==> src/sv/u8cpd_pkg.sv <==
// Shared types and constants for the UTF-8 code point decoder.
// Used by the decode core, the result buffer, the register block and the top level.
// No dependencies.
package u8cpd_pkg;

   localparam int unsigned BYTE_W       = 8;
   localparam int unsigned CP_W         = 21;
   localparam int unsigned PARTIAL_W    = 15;
   localparam int unsigned REMAIN_W     = 2;
   localparam int unsigned REQ_DATA_W   = 8;
   localparam int unsigned RSP_DATA_W   = 24;
   localparam int unsigned CSR_ADDR_W   = 2;
   localparam int unsigned CSR_DATA_W   = 32;

   // Register byte addresses.
   localparam logic [CSR_ADDR_W-1:0] CSR_ADDR_MODE = 2'd0;

   // Encoding modes.
   localparam logic MODE_UTF8 = 1'b0;
   localparam logic MODE_RAW  = 1'b1;

   // Lead byte class limits and payload masks.
   localparam logic [BYTE_W-1:0] LEAD_ASCII_MAX = 8'h7F;
   localparam logic [BYTE_W-1:0] LEAD_TWO_MAX   = 8'hDF;
   localparam logic [BYTE_W-1:0] LEAD_THREE_MAX = 8'hEF;
   localparam logic [BYTE_W-1:0] LEAD_FOUR_MAX  = 8'hF4;
   localparam logic [BYTE_W-1:0] MASK_TWO       = 8'h1F;
   localparam logic [BYTE_W-1:0] MASK_THREE     = 8'h0F;
   localparam logic [BYTE_W-1:0] MASK_FOUR      = 8'h07;
   localparam logic [BYTE_W-1:0] MASK_CONT      = 8'h3F;

   typedef struct packed {
      logic [CP_W-1:0] code_point;
      logic            end_of_text;
   } result_type;

   // One decoded result handed from the decode core to the result buffer.
   typedef struct packed {
      logic       valid;
      result_type data;
   } result_beat_type;

endpackage

==> src/sv/u8cpd_csr.sv <==
// Configuration register block: holds the encoding mode behind an APB-style port.
// Depends on u8cpd_pkg.
module u8cpd_csr (
   input  logic                             clock,
   input  logic                             reset,
   input  logic                             csr_psel,
   input  logic                             csr_penable,
   input  logic                             csr_pwrite,
   input  logic [u8cpd_pkg::CSR_ADDR_W-1:0] csr_paddr,
   input  logic [u8cpd_pkg::CSR_DATA_W-1:0] csr_pwdata,
   output logic [u8cpd_pkg::CSR_DATA_W-1:0] csr_prdata,
   output logic                             csr_pready,
   output logic                             mode
);
   import u8cpd_pkg::*;

   logic mode_ff;
   logic mode_in;
   logic wr_en;

   assign csr_pready = 1'b1;
   assign wr_en      = csr_psel && csr_penable && csr_pwrite && csr_pready;

   always_comb begin
      mode_in = mode_ff;
      if (wr_en && (csr_paddr == CSR_ADDR_MODE)) begin
         mode_in = csr_pwdata[0];
      end
   end

   always_ff @(posedge clock) begin
      if (reset) begin
         mode_ff <= MODE_UTF8;
      end else begin
         mode_ff <= mode_in;
      end
   end

   always_comb begin
      csr_prdata = '0;
      if (csr_paddr == CSR_ADDR_MODE) begin
         csr_prdata = {{(CSR_DATA_W-1){1'b0}}, mode_ff};
      end
   end

   assign mode = mode_ff;

endmodule

==> src/sv/u8cpd_decode.sv <==
// Decode core: sequence state registers and the per-byte decode logic.
// Depends on u8cpd_pkg.
module u8cpd_decode (
   input  logic                         clock,
   input  logic                         reset,
   input  logic                         beat_en,
   input  logic [u8cpd_pkg::BYTE_W-1:0] in_byte,
   input  logic                         mode,
   output u8cpd_pkg::result_beat_type   result
);
   import u8cpd_pkg::*;

   logic [PARTIAL_W-1:0] partial_ff;
   logic [PARTIAL_W-1:0] partial_in;
   logic [REMAIN_W-1:0]  remain_ff;
   logic [REMAIN_W-1:0]  remain_in;
   logic [CP_W-1:0]      merged;
   logic [BYTE_W-1:0]    lead_bits;

   assign merged = {partial_ff, in_byte[5:0] & MASK_CONT[5:0]};

   always_comb begin
      partial_in         = partial_ff;
      remain_in          = remain_ff;
      result.valid       = 1'b0;
      result.data        = '0;
      lead_bits          = '0;

      if (remain_ff != '0) begin
         // Continuation bytes are merged without any checking.
         if (remain_ff == REMAIN_W'(1)) begin
            result.valid           = 1'b1;
            result.data.code_point = merged;
            partial_in             = '0;
            remain_in              = '0;
         end else begin
            partial_in = merged[PARTIAL_W-1:0];
            remain_in  = remain_ff - REMAIN_W'(1);
         end
      end else if (in_byte == '0) begin
         // A zero lead byte ends the text and leaves the state alone.
         result.valid            = 1'b1;
         result.data.end_of_text = 1'b1;
      end else if ((mode == MODE_RAW) || (in_byte <= LEAD_ASCII_MAX) ||
                   (in_byte > LEAD_FOUR_MAX)) begin
         result.valid           = 1'b1;
         result.data.code_point = {{(CP_W-BYTE_W){1'b0}}, in_byte};
      end else if (in_byte <= LEAD_TWO_MAX) begin
         lead_bits  = in_byte & MASK_TWO;
         partial_in = {{(PARTIAL_W-BYTE_W){1'b0}}, lead_bits};
         remain_in  = REMAIN_W'(1);
      end else if (in_byte <= LEAD_THREE_MAX) begin
         lead_bits  = in_byte & MASK_THREE;
         partial_in = {{(PARTIAL_W-BYTE_W){1'b0}}, lead_bits};
         remain_in  = REMAIN_W'(2);
      end else begin
         lead_bits  = in_byte & MASK_FOUR;
         partial_in = {{(PARTIAL_W-BYTE_W){1'b0}}, lead_bits};
         remain_in  = REMAIN_W'(3);
      end

      if (!beat_en) begin
         result.valid = 1'b0;
      end
   end

   always_ff @(posedge clock) begin
      if (reset) begin
         partial_ff <= '0;
         remain_ff  <= '0;
      end else if (beat_en) begin
         partial_ff <= partial_in;
         remain_ff  <= remain_in;
      end
   end

endmodule

==> src/sv/u8cpd_out_buf.sv <==
// Result buffer: an output register with a skid entry behind it.
// Depends on u8cpd_pkg.
module u8cpd_out_buf (
   input  logic                       clock,
   input  logic                       reset,
   input  u8cpd_pkg::result_beat_type push,
   output logic                       push_ready,
   output logic                       out_valid,
   output u8cpd_pkg::result_type      out_data,
   input  logic                       out_ready
);
   import u8cpd_pkg::*;

   logic       main_valid_ff;
   logic       main_valid_in;
   result_type main_data_ff;
   result_type main_data_in;
   logic       skid_valid_ff;
   logic       skid_valid_in;
   result_type skid_data_ff;
   result_type skid_data_in;
   logic       pop;

   assign pop        = main_valid_ff && out_ready;
   assign push_ready = !skid_valid_ff;

   always_comb begin
      main_valid_in = main_valid_ff;
      main_data_in  = main_data_ff;
      skid_valid_in = skid_valid_ff;
      skid_data_in  = skid_data_ff;
      if (skid_valid_ff) begin
         // The input side is stalled; drain the skid entry first.
         if (pop) begin
            main_data_in  = skid_data_ff;
            skid_valid_in = 1'b0;
         end
      end else if (push.valid) begin
         if (!main_valid_ff || pop) begin
            main_valid_in = 1'b1;
            main_data_in  = push.data;
         end else begin
            skid_valid_in = 1'b1;
            skid_data_in  = push.data;
         end
      end else if (pop) begin
         main_valid_in = 1'b0;
      end
   end

   always_ff @(posedge clock) begin
      if (reset) begin
         main_valid_ff <= 1'b0;
         skid_valid_ff <= 1'b0;
      end else begin
         main_valid_ff <= main_valid_in;
         skid_valid_ff <= skid_valid_in;
      end
   end

   always_ff @(posedge clock) begin
      main_data_ff <= main_data_in;
      skid_data_ff <= skid_data_in;
   end

   assign out_valid = main_valid_ff;
   assign out_data  = main_data_ff;

endmodule

==> src/sv/utf8_codepoint_decoder.sv <==
// Top level of the UTF-8 code point decoder: register block, decode core, result buffer.
// Depends on u8cpd_pkg, u8cpd_csr, u8cpd_decode and u8cpd_out_buf.
//
//   Channel   Direction  Handshake               Payload
//   req_*     in         req_tvalid/req_tready   tdata[7:0] in_byte
//   rsp_*     out        rsp_tvalid/rsp_tready   tdata[20:0] code_point, tlast end_of_text
//   csr_*     in/out     psel/penable/pready     register 0 at byte 0: encoding_mode
//
// One byte beat is taken per cycle while req_tready is high; a completed code point goes
// to rsp through the output register. Lead and middle bytes of a sequence give no result.
// A two-entry result buffer (output register plus skid entry) keeps req_tready from
// depending on rsp_tready; req_tready drops only while the skid entry is full.
// Reset is synchronous and clears the sequence state, the mode and the buffer.
module utf8_codepoint_decoder (
   input  logic                                 clock,
   input  logic                                 reset,
   input  logic                                 req_tvalid,
   output logic                                 req_tready,
   input  logic [u8cpd_pkg::REQ_DATA_W-1:0]     req_tdata,   // [7:0] in_byte
   output logic                                 rsp_tvalid,
   input  logic                                 rsp_tready,
   output logic [u8cpd_pkg::RSP_DATA_W-1:0]     rsp_tdata,   // [20:0] code_point, rest zero
   output logic                                 rsp_tlast,   // end_of_text
   input  logic                                 csr_psel,
   input  logic                                 csr_penable,
   input  logic                                 csr_pwrite,
   input  logic [u8cpd_pkg::CSR_ADDR_W-1:0]     csr_paddr,
   input  logic [u8cpd_pkg::CSR_DATA_W-1:0]     csr_pwdata,
   output logic [u8cpd_pkg::CSR_DATA_W-1:0]     csr_prdata,
   output logic                                 csr_pready
);
   import u8cpd_pkg::*;

   logic            mode;
   logic            beat_en;
   result_beat_type dec_result;
   result_type      out_data;

   assign beat_en = req_tvalid && req_tready;

   u8cpd_csr u_csr (
      .clock       (clock),
      .reset       (reset),
      .csr_psel    (csr_psel),
      .csr_penable (csr_penable),
      .csr_pwrite  (csr_pwrite),
      .csr_paddr   (csr_paddr),
      .csr_pwdata  (csr_pwdata),
      .csr_prdata  (csr_prdata),
      .csr_pready  (csr_pready),
      .mode        (mode)
   );

   u8cpd_decode u_decode (
      .clock   (clock),
      .reset   (reset),
      .beat_en (beat_en),
      .in_byte (req_tdata[BYTE_W-1:0]),
      .mode    (mode),
      .result  (dec_result)
   );

   u8cpd_out_buf u_out_buf (
      .clock      (clock),
      .reset      (reset),
      .push       (dec_result),
      .push_ready (req_tready),
      .out_valid  (rsp_tvalid),
      .out_data   (out_data),
      .out_ready  (rsp_tready)
   );

   assign rsp_tdata = {{(RSP_DATA_W-CP_W){1'b0}}, out_data.code_point};
   assign rsp_tlast = out_data.end_of_text;

endmodule

==> config.mk <==
export PLATFORM = sky130hd
export DESIGN_NAME = utf8_codepoint_decoder
export DESIGN_NICKNAME = d
export VERILOG_FILES = /design/src/sv/u8cpd_pkg.sv /design/src/sv/u8cpd_csr.sv /design/src/sv/u8cpd_decode.sv /design/src/sv/u8cpd_out_buf.sv /design/src/sv/utf8_codepoint_decoder.sv
export SDC_FILE = /design/constraint.sdc
export NUM_CORES = 1
export LEC_CHECK = 0
export ABC_AREA = 1
export BUFFER_PORTS_ARGS = -buffer_cell sky130_fd_sc_hd__buf_4
export CAP_MARGIN = 20
export CORE_UTILIZATION = 54
export CTS_CLUSTER_DIAMETER = 80
export DETAILED_ROUTE_END_ITERATION = 6
export HOLD_SLACK_MARGIN = 0.03
export PLACE_DENSITY = 0.87
export SYNTH_ARGS = -nofsm -noshare
export SYNTH_HDL_FRONTEND = slang
export SYNTH_SLANG_ARGS = --single-unit
==> constraint.sdc <==
create_clock -name clock -period 3.95 [get_ports clock]
set_input_delay 0.1975 -clock clock [delete_from_list [all_inputs] [get_ports clock]]
set_output_delay 0.1975 -clock clock [all_outputs]
set_load 0.1 [all_outputs]
==> results.py <==
metrics = {
    "drt": {
        "drt-total-wl_mm": 6.35,
        "drt-pass1-iter-count": 5,
        "drtIter0Drc": 300,
        "viasPerCell": 5.19,
        "drc": 0,
        "wl_per_cell_um": 13.3,
        "ant_nets": 0,
        "num_vias": 2484,
    },
    "setup_path": {
        "rrSetupSlack_ns": 1.69,
        "critPathMaxStageDelay_ns": 0.43,
        "cp-start-kind": "flip-flop",
        "cp_cell_sequence": "inv_1 > ha_1 > nand2_2 > nand3_4 > nand2_1 > a21oi_2 > buf_4",
        "cp.arrival_ns": 2.29,
        "r2r_end": "u_out_buf.out_data[13]$_DFFE_PP_",
        "critPathSlowestCell": "ha_1",
        "crit_fanout": 22,
        "path_class": "reg2reg",
        "worstReg2RegStart": "u_decode.remain_ff[1]$_SDFFE_PP0P_",
        "end_kind": "flip-flop",
        "cp.required_ns": 3.98,
        "cp_top_family": "simple AND/OR/NAND/NOR gates",
        "critical_path.n_buffers_inverters": 2,
        "worstRegToRegCells": 7,
    },
    "power_and_ir_drop": {
        "power.internal_mw": 1.28,
        "peakVddDrop_mv": 0.280,
        "power_density_nw_per_um2": 544,
        "power_frac_clock": 0.347,
        "combPwrFrac": 0.260,
        "switching_power_uw": 700,
        "p_leak_nw": 1.66,
        "seqPwrFrac": 0.393,
        "sw_frac_of_total": 0.353,
    },
    "synthesis": {
        "yosysTopAreaCell": "edfxtp_1",
        "synth_edf_count": 44,
        "synth_ff_type": "edfxtp_1",
        "yosysSeqAreaShare": 0.541,
        "yosysWarnings": 0,
        "synth_top_area_share": 0.415,
        "ys_top_cells_by_area": "edfxtp_1 42%, nand2_1 13%, dfxtp_1 13%",
        "ys_types": 25,
        "syn_area_um2": 3180,
        "synth-seq-cells": 64,
        "syn_inst": 360,
        "syn_avg_cell_area_um2": 8.84,
        "synth_most_common_cell": "nand2_1",
        "ys_top_cells_by_count": "110 x nand2_1, 44 x edfxtp_1, 38 x nor2_1",
        "ys_async_sr_fraction": 0,
    },
    "cells_and_area": {
        "nFillCells": 404,
        "antenna_cells": 0,
        "area_growth_pct": 14.5,
        "fin_nets": 453,
        "final_area_um2": 3640,
        "drive_gt1_frac": 0.197,
        "stdcell_count": 479,
    },
    "placement": {
        "placed_cell_area_um2": 3400,
        "io_buffers": 42,
        "place_hpwl_mm": 4.13,
        "gp_congestion": 0.907,
        "place_inst": 463,
    },
    "timing": {
        "finalCritPeriodShare": 0.573,
        "clock.fmax_mhz": 442,
        "hold_ws_ns": 0.0832,
        "slew_viol_final": 0,
        "min_period_ns": 2.26,
        "finalHoldViolCount": 0,
        "finalSetupViolations": 0,
        "fin_setup_tns_ns": 0,
        "rsz0062_at_grt": "false",
        "fin_skew_ns": 0.00455,
    },
    "die": {
        "dieHeight_um": 78.8,
        "die_w_um": 78.8,
        "design.die.area_um2": 6200,
        "start_util": 0.567,
        "coreArea_um2": 5610,
        "core.rowCount": 27,
        "pin_count": 109,
    },
    "global_route": {
        "grt_use_total": 0.223,
        "use_met3": 0.0402,
        "grt_max_degree": 31,
        "met2_usage": 0.390,
        "top_usage_layer": "met2",
        "grt_pass1_vias": 2294,
        "grt_overflow": 0,
        "antenna_found_initial": 0,
        "grt_pass1_wl_mm": 10.4,
        "global_route.usage.met1": 0.248,
    },
    "clock_tree": {
        "clock_sinks": 64,
        "hold_buffers": 0,
        "htree_levels": 3,
        "clock_latency_ns": 0.35,
        "cts_resized": 0,
        "cts.clk_slew.worst_paths_ns": 0.07,
        "tritoncts": "built",
        "cts.path.max_buffers": 2,
        "numCtsBuffers": 9,
        "root_buffer": "clkbuf_8",
        "post-cts-setup-buffers": 0,
    },
    "status": {
        "status": "finished, final reports clean",
    },
    "hold_path": {
        "hp-class": "in2reg",
        "holdPathStages": 2,
        "whs_endpoint": "u_decode.partial_ff[0]$_SDFFE_PP0P_",
        "min-delay-start": "reset",
    },
    "job": {
        "drv_cap": 0,
    },
}
flip-flops by register name, indices dropped and copies added (netlist names):
signal	cells
u_out_buf.out_data	22
u_out_buf.skid_data_ff	22
u_decode.partial_ff	15
u_decode.remain_ff	2
u_csr.mode	1
u_out_buf.out_valid	1
u_out_buf.skid_valid_ff	1
worst max-delay path by stage:
stage	start	to	slack [ns]	depth (start not counted)
2_1_floorplan	u_out_buf.out_valid$_SDFFE_PP0P_	u_out_buf.out_data[0]$_DFFE_PP_	1.17	2
3_3_place_gp	u_decode.remain_ff[0]$_SDFFE_PP0P_	u_out_buf.out_data[20]$_DFFE_PP_	1.76	7
3_5_place_dp	u_decode.remain_ff[1]$_SDFFE_PP0P_	u_out_buf.out_data[18]$_DFFE_PP_	1.72	7
4_1_cts	u_decode.remain_ff[1]$_SDFFE_PP0P_	u_out_buf.out_data[13]$_DFFE_PP_	1.70	7
5_1_grt	u_decode.remain_ff[0]$_SDFFE_PP0P_	u_out_buf.out_data[7]$_DFFE_PP_	1.57	7
6_report	u_decode.remain_ff[1]$_SDFFE_PP0P_	u_out_buf.out_data[13]$_DFFE_PP_	1.69	7
per-layer routing:
layer  part of all wire  wire length [µm]
met2               0.51              3230
met3              0.079               502
met5                  0                 0
met4              0.038               240
met1               0.38              2390
placed cells by master (no fill, tap or decap):
| master | synthesis | final |
|---|---|---|
| nand2_1 | 110 | 110 |
| buf_4 | 35 | 47 |
| edfxtp_1 | 44 | 44 |
| nor2_1 | 38 | 38 |
| inv_1 | 35 | 35 |
| conb_1 | 2 | 35 |
| dfxtp_1 | 20 | 20 |
| nand4_1 | 15 | 15 |
| a21oi_1 | 11 | 10 |
| clkbuf_8 | 0 | 10 |
| o21ai_0 | 9 | 9 |
| nand2_2 | 7 | 7 |
| nor3_1 | 4 | 4 |
| a21oi_2 | 3 | 4 |
| bufinv_16 | 0 | 3 |
| nand2_4 | 2 | 2 |
| nand3_4 | 2 | 2 |
| nand3_1 | 2 | 2 |
| ha_1 | 2 | 2 |
| clkinv_1 | 0 | 2 |
| inv_2 | 1 | 1 |
| o21ai_1 | 1 | 1 |
| nand3_2 | 1 | 1 |
| nor2_4 | 1 | 1 |
| nor2_2 | 1 | 1 |
| clkinv_4 | 0 | 1 |
stage by stage:
| stage | setup WS, ns | total power, mW | utilization |
|---|---|---|---|
| after floorplan | 1.17 | 1.25 | - |
| after CTS | 1.70 | 1.98 | 0.650 |
| after global placement | 1.76 | 1.29 | 0.606 |
| final | 1.69 | 1.98 | 0.650 |
| after detailed placement | 1.72 | 1.30 | 0.606 |
| after global routing | 1.57 | 2.04 | 0.650 |
layout make-up:
type	count	area, µm²	share of cell area
Clock buffer	10	138	0.0378
Clock inverter	6	106	0.0292
Inverter	36	135	0.0371
Multi-Input combinational cell	244	1100	0.302
Sequential cell	64	1720	0.473
Tap cell	72	90.1	0.0247
Timing Repair Buffer	47	353	0.0968
cell families after synthesis:
family | Yosys count | synth area share
DFF | 64 | 0.541
and+or+nand+nor | 183 | 0.254
adders and majority gates | 2 | 0.00786
AOI/OAI and AO/OA | 24 | 0.0413
other | 2 | 0.00236
buffers and inverters | 85 | 0.153
worst register-to-register path: stages, from the launching register on:
cell and delay [ns]:
dfxtp_1 0.30, inv_1 0.09, ha_1 0.43, nand2_2 0.32, nand3_4 0.24, nand2_1 0.13
a21oi_2 0.13, buf_4 0.29
power by group through the flow:
stage	combinational (mW)	sequential (mW)	clock [mW]
after floorplan	0.317	0.938	0
after global placement	0.500	0.790	0
after detailed placement	0.509	0.794	0
after CTS	0.514	0.779	0.687
after global routing	0.542	0.782	0.715
final	0.516	0.779	0.687
Power figures use the tool's default switching activity.
